File: src/lfu_cache_pkg.sv
// package for the use-count ordered key cache
// holds the shared command/status types and size constants; no dependencies
package lfu_cache_pkg;

  localparam int unsigned CAPACITY_DEF = 256;
  localparam int unsigned KEY_W        = 16;
  localparam int unsigned USES_W       = 32;
  localparam int unsigned SLOT_W       = 9;

  // controller to datapath commands
  typedef struct packed {
    logic start_search;  // load key, reset search pointer
    logic step_search;   // compare one slot, advance pointer on a mismatch
    logic start_evict;   // drop the tail half when over capacity
    logic step_move;     // shift one entry back toward the tail
    logic write_entry;   // write key and count at the destination
  } lfu_cmd_t;

  // datapath to controller status
  typedef struct packed {
    logic search_done;   // pointer reached occupancy
    logic found;         // current slot holds the key
    logic move_done;     // destination reached
    logic over_cap;      // occupancy above capacity
  } lfu_sts_t;

endpackage

File: src/lfu_cache_ctrl.sv
// controller of the use-count ordered key cache: sequences search,
// eviction, shift and write; owns the handshakes; depends on lfu_cache_pkg
module lfu_cache_ctrl
  import lfu_cache_pkg::*;
(
  input  logic     clk,
  input  logic     rst_n,
  input  logic     in_fire,
  input  logic     in_load,
  input  logic     out_fire,
  input  lfu_sts_t sts,
  output lfu_cmd_t cmd,
  output logic     in_ready,
  output logic     res_load,     // capture result fields this cycle
  output logic     res_hit,
  output logic     res_ins,
  output logic     res_ev,
  output logic     res_none,
  output logic     miss_insert,
  output logic     out_busy
);

  typedef enum logic [5:0] {
    S_IDLE   = 6'b000001,
    S_SEARCH = 6'b000010,
    S_EVICT  = 6'b000100,
    S_MOVE   = 6'b001000,
    S_WRITE  = 6'b010000,
    S_OUT    = 6'b100000
  } state_t;

  state_t state_r, state_nxt;
  logic   load_r, hit_r, hit_nxt, ev_r, ev_nxt;

  assign in_ready    = (state_r == S_IDLE);
  assign miss_insert = !hit_r;
  assign out_busy    = (state_r == S_OUT);

  // next state and commands
  always_comb begin
    state_nxt = state_r;
    hit_nxt   = hit_r;
    ev_nxt    = ev_r;
    cmd       = '0;
    res_load  = 1'b0;
    res_hit   = hit_r;
    res_ins   = !hit_r;
    res_ev    = ev_r;
    res_none  = 1'b0;
    unique case (state_r)
      S_IDLE: begin
        if (in_fire) begin
          cmd.start_search = 1'b1;
          hit_nxt   = 1'b0;
          ev_nxt    = 1'b0;
          state_nxt = S_SEARCH;
        end
      end
      S_SEARCH: begin
        cmd.step_search = 1'b1;
        if (sts.found) begin
          hit_nxt   = 1'b1;
          state_nxt = S_MOVE;
        end else if (sts.search_done) begin
          if (load_r) begin
            state_nxt = S_EVICT;
          end else begin
            res_load  = 1'b1;
            res_none  = 1'b1;
            state_nxt = S_OUT;
          end
        end
      end
      S_EVICT: begin
        cmd.start_evict = 1'b1;
        ev_nxt    = sts.over_cap;
        state_nxt = S_MOVE;
      end
      S_MOVE: begin
        cmd.step_move = 1'b1;
        if (sts.move_done) state_nxt = S_WRITE;
      end
      S_WRITE: begin
        cmd.write_entry = 1'b1;
        res_load  = 1'b1;
        state_nxt = S_OUT;
      end
      S_OUT: begin
        if (out_fire) state_nxt = S_IDLE;
      end
      default: state_nxt = S_IDLE;
    endcase
  end

  always_ff @(posedge clk) begin
    if (!rst_n) begin
      state_r <= S_IDLE;
      hit_r   <= 1'b0;
      ev_r    <= 1'b0;
      load_r  <= 1'b0;
    end else begin
      state_r <= state_nxt;
      hit_r   <= hit_nxt;
      ev_r    <= ev_nxt;
      if (in_fire) load_r <= in_load;
    end
  end

endmodule
File: config.mk
export PLATFORM = sky130hd
export DESIGN_NAME = lfu_cache_ctrl
export DESIGN_NICKNAME = d
export VERILOG_FILES = /design/src/lfu_cache_pkg.sv /design/src/lfu_cache_ctrl.sv
export SDC_FILE = /design/constraint.sdc
export NUM_CORES = 1
export LEC_CHECK = 0
export BUFFER_PORTS_ARGS = -buffer_cell sky130_fd_sc_hd__buf_2
export CORE_ASPECT_RATIO = 1.1
export CORE_MARGIN = 4
export CORE_UTILIZATION = 40
export DETAILED_ROUTE_END_ITERATION = 10
export MAX_ROUTING_LAYER = met4
export PLACE_DENSITY = 0.69
export SYNTH_ARGS = -nofsm -noshare
export SYNTH_HDL_FRONTEND = slang
export SYNTH_SLANG_ARGS = --single-unit
File: constraint.sdc
create_clock -name clk -period 2.45 [get_ports clk]
set_input_delay 0 -clock clk [delete_from_list [all_inputs] [get_ports clk]]
set_output_delay 0 -clock clk [all_outputs]
set_load 0.01 [all_outputs]
# ---- Word level (Yosys, flattened, before mapping)
# Cells that the tools add are included.
dict set report totals {
  register_bits 9
  input_bits 9
  out_inout_bits 13
  elab_cells 43
}
dict set report classes {
  eq_ne 11
  n_mux 22
  n_reduce_logical 6
}
# op count
set ops {}
lappend ops {{6-bit two-way mux} 6}
lappend ops {{6-bit case mux with 6 select lines} 1}
lappend ops {{1-bit two-way mux} 12}
lappend ops {{2-bit inequality test (second input constant)} 4}
lappend ops {{6-bit by 1-bit == test with 1-bit output (second input constant)} 1}
lappend ops {{6-bit by 2-bit == test with 1-bit output (second input constant)} 1}
lappend ops {{6-bit by 3-bit == test with 1-bit output (second input constant)} 1}
lappend ops {{6-bit by 4-bit == test with 1-bit output (second input constant)} 1}
lappend ops {{6-bit by 5-bit == test with 1-bit output (second input constant)} 1}
lappend ops {{6-bit == test (second input constant)} 1}
lappend ops {{1-bit case mux with 2 select lines} 3}
lappend ops {{4-bit AND reduction} 1}
lappend ops {{2-bit nonzero test} 2}
lappend ops {{3-bit inequality test (second input constant)} 1}
lappend ops {{3-bit AND reduction} 1}
lappend ops {{2-bit AND reduction} 1}
lappend ops {{1-bit logical NOT} 1}

# ---- Depth between registers and ports, before layout
# Gate-level depths: netlist (run 1).
dict set report depth {
  ltp_word 4
  mapped_depth 6
  ltp_nobuf 5
}

# ---- Least setup slack after synthesis (run 1)
# OpenSTA, ideal clock, no wires.
dict set report synth_timing {
  path_type {register to register}
  startpoint {register state_r[1]}
  endpoint {register state_r[0]}
  setup_time_ns 0.134
  t_arrival_ns 1.782
  required_time_ns 2.316
  setup_slack_ns 0.533
  stages_incl_launch_ff 6
  path_buffers 1
  period_less_slack_ns 1.917
  cell_sequence {dfxtp_1 -> buf_6 -> or4_4 -> or4b_4 -> a311oi_2 -> a41oi_2}
}
dict set report synth_via {
  elab_chain_cells 3
  elab_cells_between_ends 12
  cone_classes {10 x eq/ne; 1 x mux; 1 x reduce/logical}
}
# element line_no
set synth_lines {}
lappend synth_lines {{start, declared} lfu_cache_ctrl.sv:32} ;# state_t state_r, state_nxt;
lappend synth_lines {{start signal, assigned} lfu_cache_ctrl.sv:102} ;# state_r <= state_nxt;
lappend synth_lines {{6-bit by 2-bit == test with 1-bit output, or another cell as far along} lfu_cache_ctrl.sv:50} ;# unique case (state_r)
lappend synth_lines {{3-bit inequality test (no line) or 2-bit inequality test (tied branches)} --}
lappend synth_lines {{4-bit AND reduction (no line)} --}
# Parallel ways exist; a longest one is shown, timed or not.
# A chain may end at the register's enable or synchronous reset.

# ---- Worst setup path in the final report (run 1)
# Ends and elaborated chain as after synthesis.

==> metrics.md, run 1 <==
| Metric | Value |
|---|---|
| Final ANT Viol Nets | `0` |
| HPWL after detailed placement | `1.15 mm` |
| Number of clock sinks | `9` |
| Die X-Extent | `44.8 um` |
| Effective utilization at floorplan | `43.0%` |
| Arrival time of the worst setup path | `2100 ps` |
| Crit. Startpoint | `state_r[1]` |
| Worst-Skew Late Latency | `260 ps` |
| Total inserted antenna cells | `0` |
| Final weighted congestion in routability-driven placement | `0.780` |
| Ranking of synthesized cells by area | `sky130_fd_sc_hd__dfxtp_1, sky130_fd_sc_hd__nor3b_1, sky130_fd_sc_hd__inv_1` |
| Crit Path Class | `register to register` |
| Final count of hold timing violations | `0` |
| Area fraction of the dominant cell type after synthesis | `30.3%` |
| Number of cells in the finished layout apart from fillers | `108` |
| Startpoint types | `register` |
| Crit Reg-Reg Endpoint | `state_r[0]` |
| Leakage component of the power | `0.323 nW` |
| Endpoint required time on the critical path | `2590 ps` |
| Top delay family on crit path | `simple AND/OR/NAND/NOR gates` |
| Number of instances in the synthesized netlist | `71` |
| DRC violation count after routing | `0` |
| Share of post-route cells with drive strength above 1 | `31.5%` |
| Maximum number of pins on one net before global-route repair | `12` |
| Placement Rows | `14` |
| RSZ-0062 raised after global routing | `no` |
| Area post-placement | `687 sq um` |
| Most area-hungry cell type in the Yosys netlist | `sky130_fd_sc_hd__dfxtp_1` |
| Number of nets in the synthesized netlist | `80` |
| Synthesis-stage register bit count | `9` |
| Number of vias per cell | `5.65` |
| Sequential cell area fraction in the yosys report | `30.3%` |
| Wire length of the first global-routing pass | `2.42 mm` |
| Drt initial violations | `19` |
| Skew final | `4.41 ps` |
| Cells along the critical path | `or4_4 > or4b_4 > a311oi_2 > a41oi_2` |
| Post-CTS setup buffer count | `0` |
| Clock-pin slew on the worst setup and hold paths | `60 ps` |
| Max-cap violations | `0` |
| Relative slew margins | `66.5%` |
| Hold WC Path Type | `primary input to register` |
| Count of flip-flops with a built-in enable after synthesis | `0` |
| Setup tns final | `0 ps` |
| Final critical path time including I/O delays and setup | `1960 ps` |
| Total standard cell area after synthesis | `596 sq um` |
| Power per cell area | `536 mW/mm^2` |
| Count of boundary I/O pins | `22` |
| Yosys warning count | `0` |
| Maximum net fanout on the critical path | `9` |
| Final-stage net count | `102` |
| Status | `completed` |
| Routed wire length per instance | `13.6 um` |
| Hold Path Origin | `rst_n` |
| Total global-route track usage | `15.0%` |
| Height of the die | `48.5 um` |
| Number of cell instances on the worst register-to-register path | `4` |
| Post-Layout Inst Area | `723 sq um` |
| Core Footprint | `0.00138 sq mm` |
| Period utilisation layout | `80.0%` |
| Worst Path Buf+Inv | `0` |
| Die area | `0.00217 sq mm` |
| Transition time at the pin with the least slew margin | `497 ps` |
| Cts repair resizes | `0` |
| Reg2Reg Setup Slack | `490 ps` |
| Total via count after detailed routing | `610` |
| Placed cell count | `103` |
| I/O Buffers | `21` |
| TritonCTS clock tree | `built` |
| Number of levels in the clock H-tree | `1` |
| Via count of the first global-routing pass | `583` |
| Final setup violation count | `0` |
| Post-synth cell types | `34` |
| Clk root buf | `sky130_fd_sc_hd__clkbuf_4` |
| Achievable Freq | `510 MHz` |
| Maximum vdd ir drop | `262 uV` |
| Number of detailed-route iterations in the first pass | `4` |
| Longest Clk Path Bufs | `2` |
| Placement Setup Slack | `499 ps` |
| Final wirelength | `1.47 mm` |
| Cell with the largest stage delay on the worst path | `sky130_fd_sc_hd__or4_4` |
| Fin. max-slew vios | `0` |
| GR Overflow Total | `0` |
| Area growth from synthesis to layout | `21.4%` |
| Fraction of registers with async set/reset | `0%` |
| Number of cells traversed by the worst hold path | `2` |
| Max incr delay on CP | `580 ps` |
| Endpoint kind of the worst setup timing path | `register` |
| Mean instance size in the synthesized netlist | `8.39 sq um` |
| Top flip-flop cell by instance count after synthesis | `sky130_fd_sc_hd__dfxtp_1` |
| Initial antenna violation count | `0` |
| Min setup slack post-route | `489 ps` |
| Min-Delay Endpoint | `state_r[5]` |
| Startpoint of the worst-slack reg-to-reg timing path | `state_r[1]` |
| Clock buffers created by TritonCTS | `3` |
-- state kept, by name, summed over array words and instances (netlist names) --
signal / cells
res_ev: 1
load_r: 1
res_hit: 1
state_r: 6
-- synth_stat cells, types with 2 or more instances --
master / count
sky130_fd_sc_hd__a21oi_1: 4
sky130_fd_sc_hd__buf_4: 2
sky130_fd_sc_hd__clkbuf_1: 2
sky130_fd_sc_hd__dfxtp_1: 9
sky130_fd_sc_hd__inv_1: 8
sky130_fd_sc_hd__nand2_1: 3
sky130_fd_sc_hd__nand3_1: 2
sky130_fd_sc_hd__nor2_1: 4
sky130_fd_sc_hd__nor2b_1: 2
sky130_fd_sc_hd__nor3b_1: 5
sky130_fd_sc_hd__nor4_1: 2
sky130_fd_sc_hd__nor4b_1: 3
sky130_fd_sc_hd__o21ai_0: 4
-- metal layers --
layer / global-route usage (%) / share of wire (%)
met1: 17.6 / 45
met2: 23.9 / 48
met3: 1.11 / 4.4
met4: 9.27 / 2.7
met5: - / 0
-- timing repair --
action	4_1_cts	5_1_grt
setup endpoints to repair	0	0
hold buffers	1	0
endpoints found under the hold margin	1	0
-- kinds of logic (layout without fill, tap and decap cells) --
kind of cell	count (synthesis)	in the layout	synth area share, %
simple gates	30	30	33.8
mux	1	1	1.68
compound gates	17	17	22.1
xor+xnor	1	1	1.47
buf+inv	13	34	10.7
flops	9	9	30.3
-- area by class of cell --
class	count	area [sq um]
inverters	8	30.0
clock buffers	4	26.3
repair buffers	22	115
well taps	16	20.0
fillers	140	661
multi-input cells	49	352
flip-flops and latches	9	180
-- worst register-to-register path, cell delays in order (launching register included) --
cell and delay, ps:
sky130_fd_sc_hd__dfxtp_1 370, sky130_fd_sc_hd__or4_4 580, sky130_fd_sc_hd__or4b_4 530, sky130_fd_sc_hd__a311oi_2 300, sky130_fd_sc_hd__a41oi_2 50
-- metrics by stage --
stage               power (mW)  util, %  hold slack (ps)
detailed placement       0.274     49.6              247
global route             0.409     52.3             30.6
floorplan                0.248        -              111
finish                   0.388     52.3             10.1
CTS                      0.391     52.3             7.20
global placement         0.271     49.6              242
-- placed cells by master, fill, tap and decap left out, types with 2 or more instances in the layout --
cell type                  netlist  routed
sky130_fd_sc_hd__nand2_1         3       3
sky130_fd_sc_hd__o21ai_0         4       4
sky130_fd_sc_hd__clkbuf_4        0       3
sky130_fd_sc_hd__nor3b_1         5       5
sky130_fd_sc_hd__buf_2           0      21
sky130_fd_sc_hd__nor2b_1         2       2
sky130_fd_sc_hd__nor4b_1         3       3
sky130_fd_sc_hd__nor4_1          2       2
sky130_fd_sc_hd__nand3_1         2       2
sky130_fd_sc_hd__nor2_1          4       4
sky130_fd_sc_hd__a21oi_1         4       4
sky130_fd_sc_hd__dfxtp_1         9       9
sky130_fd_sc_hd__inv_1           8       8
-- worst max path at each step --
stage	to	cells after the start
floorplan	state_r[0]	5
CTS	state_r[0]	4
global placement	state_r[0]	4
detailed placement	state_r[0]	4
finish	state_r[0]	4
global route	state_r[0]	4
-- power by group --
group / switching, mW / total (mW) / internal, mW
Combinational: 0.0539 / 0.103 / 0.0490
Clock: 0.0521 / 0.115 / 0.0628
Sequential: 0.0158 / 0.170 / 0.154
Total: 0.122 / 0.388 / 0.266
No activity file was read; power rests on OpenSTA's default activity.
==> inputs of run 2 (changes only) <==
clock period = 1.9 ns   (was 2.45 ns; I/O delays follow)
==> run 2 against run 1 <==
  * Die area stayed put
  * Critical path depth stayed put
  * Clock-buffer cell count stayed put
  * Clock skew is 2.6 ps lower
  * Via count is 0.33% higher
  * Critical path type unchanged
==> metrics.md, run 2 (synthesis gave the netlist of run 1 again) <==
| Metric | Value |
|---|---|
| Status | `completed` |
| Endpoint required time on the critical path | `2090 ps (-500 ps)` |
| Via count of the first global-routing pass | `561 (-3.8%)` |
| Placement Setup Slack | `113 ps (-387 ps)` |
| Arrival time of the worst setup path | `2000 ps (-100 ps)` |
| Transition time at the pin with the least slew margin | `500 ps (+2.68 ps)` |
| Highest routing layer actually used | `met4` |
| DRC violation count after routing | `0 (unchanged)` |
| Maximum net fanout on the critical path | `4 (-5)` |
| Startpoint types | `register` |
| Setup tns final | `0 ps (unchanged)` |
| Maximum vdd ir drop | `532 uV (+100%)` |
| I/O Buffers | `21 (unchanged)` |
| Filler Cell Count | `139 (-0.71%)` |
| Final weighted congestion in routability-driven placement | `0.801 (+2.6%)` |
| Placed cell count | `109 (+5.8%)` |
| Startpoint of the worst-slack reg-to-reg timing path | `state_r[1]` |
| Total via count after detailed routing | `612 (+0.33%)` |
| HPWL after detailed placement | `1.19 mm (+4.2%)` |
| Hold WC Path Type | `primary input to register` |
| Post-Layout Inst Area | `774 sq um (+7.1%)` |
| Routed met3 length | `109 um (+70%)` |
| Min setup slack post-route | `91.7 ps (-397 ps)` |
| Fin. max-slew vios | `0 (unchanged)` |
| End point of the critical path | `state_r[0]` |
| TritonCTS clock tree | `built` |
| Number of detailed-route iterations in the first pass | `4 (unchanged)` |
| Clock buffers created by TritonCTS | `3 (unchanged)` |
| Period utilisation layout | `95.2% (+15 points)` |
| Height of the die | `48.5 um (unchanged)` |
| Crit. Startpoint | `state_r[1]` |
| Share of post-route cells with drive strength above 1 | `36.7% (+5.2 points)` |
| Reg2Reg Setup Slack | `90 ps (-400 ps)` |
| Crit Path Class | `register to register` |
| Die X-Extent | `44.8 um (unchanged)` |
| Relative slew margins | `66.3% (-0.18 points)` |
| Placement Rows | `14 (unchanged)` |
| Reg with most FFs | `state_r` |
| Flip-flop count of the largest register, all copies and words added | `6 (unchanged)` |
| Achievable Freq | `553 MHz (+8.4%)` |
| Commonest non-fill, non-tap cell in the layout | `sky130_fd_sc_hd__buf_2` |
| Number of cells in the finished layout apart from fillers | `114 (+5.6%)` |
| Crit Reg-Reg Endpoint | `state_r[0]` |
| Worst-Skew Late Latency | `270 ps (about the same)` |
| Initial antenna violation count | `0 (unchanged)` |
| Final ANT Viol Nets | `0 (unchanged)` |
| RSZ-0062 raised after global routing | `no` |
| Count of boundary I/O pins | `22 (unchanged)` |
| Area post-placement | `732 sq um (+6.6%)` |
| GR Overflow Total | `0 (unchanged)` |
| Total power draw | `0.518 mW (+34%)` |
| Number of clock sinks | `9 (unchanged)` |
| Leakage component of the power | `0.354 nW (+9.6%)` |
| Area taken by flip-flops and latches | `180 sq um (unchanged)` |
| Longest Clk Path Bufs | `2 (unchanged)` |
| Area of the multi-input gates | `358 sq um (+1.8%)` |
| Routed wire length per instance | `13.3 um (-1.6%)` |
| Wire length on met1 | `666 um (+1.5%)` |
| Skew final | `1.82 ps (-2.59 ps)` |
| Core Footprint | `0.00138 sq mm (unchanged)` |
| WL met2 | `708 um (+0.71%)` |
| Final critical path time including I/O delays and setup | `1810 ps (-153 ps)` |
| Final-stage net count | `108 (+5.9%)` |
| Final setup violation count | `0 (unchanged)` |
| Wire length of the first global-routing pass | `2.53 mm (+4.6%)` |
| Number of vias per cell | `5.37 (-5.0%)` |
| Number of cell instances on the worst register-to-register path | `4 (unchanged)` |
| Maximum number of pins on one net before global-route repair | `11 (-1)` |
| Power per cell area | `669 mW/mm^2 (+25%)` |
| Die area | `0.00217 sq mm (unchanged)` |
| Number of levels in the clock H-tree | `1 (unchanged)` |
| Effective utilization at floorplan | `43.0% (unchanged)` |
| Final count of hold timing violations | `0 (unchanged)` |
| Clock-pin slew on the worst setup and hold paths | `60 ps (about the same)` |
| Leading cell types in the layout, fill and taps excluded | `sky130_fd_sc_hd__buf_2, sky130_fd_sc_hd__dfxtp_1, sky130_fd_sc_hd__inv_1` |
| Total inserted antenna cells | `0 (unchanged)` |
| Total global-route track usage | `16.0% (+1.0 points)` |
| Max-cap violations | `0 (unchanged)` |
| Drt initial violations | `9 (-10)` |
| Endpoint kind of the worst setup timing path | `register` |
| Clk root buf | `sky130_fd_sc_hd__clkbuf_4` |
| Area growth from synthesis to layout | `30.0%` |
| Final wirelength | `1.52 mm (+3.8%)` |
-- run 2: layer usage --
| layer | up-vias | track usage [%] |
|---|---|---|
| li1 | 315 | - |
| met1 | 273 | 20.5 |
| met2 | 18 | 22.5 |
| met3 | 6 | 4.81 |
| met4 | 0 | 7.80 |
| met5 | - | - |
-- run 2: worst min-delay path by stage --
stage            start         end  slack [ps]  cells past startpoint
2_1_floorplan  in_fire     res_hit         110                      1
5_1_grt         sts[1]  state_r[4]          10                      2
3_3_place_gp   in_load      load_r         240                      3
4_1_cts          rst_n  state_r[5]          10                      2
3_5_place_dp   in_load      load_r         250                      3
6_report         rst_n  state_r[5]          10                      2
-- run 2: report_power, final --
part           total, mW  internal [mW]  switching, mW
logic              0.164         0.0762         0.0873
clock network      0.151         0.0811         0.0697
registers          0.204          0.199        0.00537
-- run 2: cell type report --
type / count / share of cell area [%]
Clock buffer: 4 / 3.39
Inverter: 8 / 3.88
Sequential cell: 9 / 23.3
Multi-Input combinational cell: 49 / 46.2
Tap cell: 16 / 2.58
Timing Repair Buffer: 28 / 20.7
-- run 2: metrics by stage --
step	utilization (%)	hold slack [ps]
final	56.0	9.87
after global routing	56.0	13.8
after CTS	55.5	10.2
after detailed placement	52.9	255
after global placement	52.9	242
after floorplan	-	111
-- run 2: timing repair --
| action | in CTS | in global routing |
|---|---|---|
| gates resized for setup | 0 | 1 |
| endpoints found under the setup margin | 0 | 1 |
| hold buffers | 1 | 0 |
| endpoints found under the hold margin | 1 | 0 |
| setup buffers | 0 | 0 |
-- run 2: worst max-delay path: stages, from the launching register on --
cell	delay (ps)
sky130_fd_sc_hd__dfxtp_1	310
sky130_fd_sc_hd__or4_4	540
sky130_fd_sc_hd__or4b_4	530
sky130_fd_sc_hd__and3_4	200
sky130_fd_sc_hd__a41oi_2	150
==> inputs of run 3 (changes only) <==
BUFFER_PORTS_ARGS = not set   (was -buffer_cell sky130_fd_sc_hd__buf_2)
CORE_AREA = 4 4 41 43   (was not set)
CORE_ASPECT_RATIO = not set   (was 1.1)
CORE_MARGIN = not set   (was 4)
CORE_UTILIZATION = not set   (was 40)
DIE_AREA = 0 0 45 47   (was not set)
DONT_BUFFER_PORTS = 1   (was not set)
GPL_ROUTABILITY_DRIVEN = 0   (was not set)
PLACE_DENSITY = 0.61   (was 0.69)
==> run 3 against run 2 <==
  * Cell area is 1.8% lower
  * Setup slack worse by 19 ps
  * Largest cell class unchanged
  * Critical path type unchanged
  * Routed wire length is 0.33% higher
  * Largest power group unchanged
  * Hold slack better by 31 ps
  * Cell count shrank 11%
  * Critical path depth did not move
  * Die area is 2.6% lower
==> metrics.md, run 3 (synthesis gave the netlist of run 1 again) <==
| Metric | Value |
|---|---|
| Count of cell instances traversed by the critical path | `4 (unchanged)` |
| Clock group share of total power | `29.7% (+0.6 points)` |
| Relative slew margins | `66.1% (-0.18 points)` |
| Seq pwr share | `41.0% (+1.7 points)` |
| Max incr delay on CP | `530 ps (about the same)` |
| Skew final | `8.30 ps (+6.49 ps)` |
| Die area | `0.00212 sq mm (-2.6%)` |
| Startpoint of the worst-slack reg-to-reg timing path | `state_r[0]` |
| RSZ-0062 raised after global routing | `no` |
| Drt initial violations | `11 (+2)` |
| Core Footprint | `0.00130 sq mm (-6.0%)` |
| Via count of the first global-routing pass | `555 (-1.1%)` |
| Min setup slack post-route | `73.1 ps (-18.7 ps)` |
| Number of cell instances on the worst register-to-register path | `4 (unchanged)` |
| Final ANT Viol Nets | `0 (unchanged)` |
| Final-stage net count | `97 (-10%)` |
| Area growth from synthesis to layout | `27.7%` |
| Maximum number of pins on one net before global-route repair | `10 (-1)` |
| Cells along the critical path | `or4_4 > or4b_4 > and3_4 > a41oi_2` |
| Endpoint required time on the critical path | `2080 ps (about the same)` |
| Endpoint kind of the worst setup timing path | `register` |
| Number of cells in the finished layout apart from fillers | `102 (-11%)` |
| Effective utilization at floorplan | `45.8% (+2.7 points)` |
| Number of cells traversed by the worst hold path | `3 (+1)` |
| Status | `completed` |
| Maximum vdd ir drop | `455 uV (-14%)` |
| Reported net switching power | `0.162 mW (-0.15%)` |
| Die X-Extent | `45 um (+0.47%)` |
| Fin. max-slew vios | `0 (unchanged)` |
| Placed cell count | `90 (-17%)` |
| Worst-Skew Late Latency | `270 ps (about the same)` |
| Arrival time of the worst setup path | `2010 ps (about the same)` |
| Setup tns final | `0 ps (unchanged)` |
| Total global-route track usage | `17.3% (+1.4 points)` |
| Filler Cell Count | `134 (-3.6%)` |
| Number of vias per cell | `5.70 (+6.1%)` |
| Clock buffers created by TritonCTS | `3 (unchanged)` |
| Internal power | `0.348 mW (-2.2%)` |
| Clock-pin slew on the worst setup and hold paths | `60 ps (about the same)` |
| Crit Path Class | `register to register` |
| Max-cap violations | `0 (unchanged)` |
| Leakage component of the power | `0.305 nW (-14%)` |
| Height of the die | `47 um (-3.0%)` |
| Final setup violation count | `0 (unchanged)` |
| Achievable Freq | `547 MHz (-1.0%)` |
| Switching portion of total power | `31.8% (+0.45 points)` |
| Post-CTS setup buffer count | `0 (unchanged)` |
| Hold WC Path Type | `primary input to register` |
| Maximum net fanout on the critical path | `5 (+1)` |
| Transition time at the pin with the least slew margin | `502 ps (+2.60 ps)` |
| Longest Clk Path Bufs | `2 (unchanged)` |
| Power per cell area | `671 mW/mm^2 (+0.20%)` |
| Hold WS | `40.6 ps (+30.7 ps)` |
| Total via count after detailed routing | `581 (-5.1%)` |
| Flip-flop count of the largest register, all copies and words added | `6 (unchanged)` |
| Share of post-route cells with drive strength above 1 | `20.7% (-16 points)` |
| DRC violation count after routing | `0 (unchanged)` |
| Leading cell types in the layout, fill and taps excluded | `sky130_fd_sc_hd__dfxtp_1, sky130_fd_sc_hd__buf_4, sky130_fd_sc_hd__inv_1, sky130_fd_sc_hd__dlygate4sd3_1, sky130_fd_sc_hd__nor3b_1` |
| Reg with most FFs | `state_r` |
| Routed wire length per instance | `15.0 um (+12%)` |
| Final critical path time including I/O delays and setup | `1830 ps (+18.7 ps)` |
| HPWL after detailed placement | `1.14 mm (-4.8%)` |
| Top delay family on crit path | `simple AND/OR/NAND/NOR gates` |
| Cell with the largest stage delay on the worst path | `sky130_fd_sc_hd__or4b_4` |
| Final count of hold timing violations | `0 (unchanged)` |
| Count of boundary I/O pins | `22 (unchanged)` |
| Period utilisation layout | `96.2% (+0.98 points)` |
| Initial antenna violation count | `0 (unchanged)` |
| I/O Buffers | `0 (-100%)` |
| Final wirelength | `1.53 mm (+0.33%)` |
| Total inserted antenna cells | `0 (unchanged)` |
| Placement Setup Slack | `106 ps (-6.34 ps)` |
| Worst Path Buf+Inv | `0 (unchanged)` |
| Layout Utilization | `58.5% (+2.5 points)` |
| GR Overflow Total | `0 (unchanged)` |
| Reg2Reg Setup Slack | `70 ps (-20 ps)` |
| Number of clock sinks | `9 (unchanged)` |
| TritonCTS clock tree | `built` |
| Number of levels in the clock H-tree | `1 (unchanged)` |
| Clk root buf | `sky130_fd_sc_hd__clkbuf_4` |
| Wire length of the first global-routing pass | `2.55 mm (+0.55%)` |
| Logic gate share of total power | `29.3% (-2.3 points)` |
| Crit Reg-Reg Endpoint | `state_r[0]` |
| Number of detailed-route iterations in the first pass | `4 (unchanged)` |
| Hold Path Origin | `sts[2]` |
| Min-Delay Endpoint | `state_r[1]` |
| Startpoint types | `register` |
| Placement Rows | `13 (-1)` |
## run 3: cell types whose count changed in the layout (fill, tap and decap cells not counted)
cell                            change
sky130_fd_sc_hd__dlygate4sd3_1      +7
sky130_fd_sc_hd__buf_4              +3
sky130_fd_sc_hd__buf_2             -21
## run 3: area by class of cell
| type | count | area (sq um) | area share, % |
|---|---|---|---|
| tap | 15 | 18.8 | 2.47 |
| sequential | 9 | 180 | 23.7 |
| inverter | 8 | 30.0 | 3.95 |
| multi-input combinational | 49 | 358 | 47.0 |
| clock buffer | 4 | 26.3 | 3.45 |
| timing repair buffer | 17 | 148 | 19.4 |
## run 3: per-layer routing
layer	share of wire (%)	wire length (um)	GRT usage, %	vias up
met3	4.5	68	4.21	2
met5	0	0	-	-
met2	46	703	25.1	16
li1	-	-	-	294
met1	48	735	22.2	269
met4	1.2	18	8.77	0
## run 3: stage by stage
stage	power (mW)	cell area, sq um
3_5_place_dp	0.344	648
5_1_grt	0.536	761
4_1_cts	0.508	754
2_1_floorplan	0.319	596
3_3_place_gp	0.341	648
6_report	0.510	761
## run 3: worst register-to-register path: stages, from the launching register on
cell and delay (ps):
sky130_fd_sc_hd__dfxtp_1 350, sky130_fd_sc_hd__or4_4 520, sky130_fd_sc_hd__or4b_4 530, sky130_fd_sc_hd__and3_4 200
sky130_fd_sc_hd__a41oi_2 160
## run 3: worst max path at each step
stage	startpoint	to
floorplan	state_r[1]	state_r[0]
global placement	state_r[1]	state_r[0]
detailed placement	state_r[0]	state_r[0]
CTS	state_r[0]	state_r[0]
global route	state_r[1]	res_load
finish	state_r[0]	state_r[0]
## run 3: what timing repair did
action                                  4_1_cts  5_1_grt
resized for setup                             0        1
hold buffers                                  8        0
endpoints found under the hold margin         9        0
endpoints found under the setup margin        0        1
## run 3: power by group through the flow
stage | logic, mW | registers, mW | clock network (mW)
global placement | 0.129 | 0.212 | 0
global route | 0.162 | 0.209 | 0.164
detailed placement | 0.131 | 0.213 | 0
CTS | 0.147 | 0.209 | 0.152
finish | 0.150 | 0.209 | 0.152
floorplan | 0.112 | 0.208 | 0
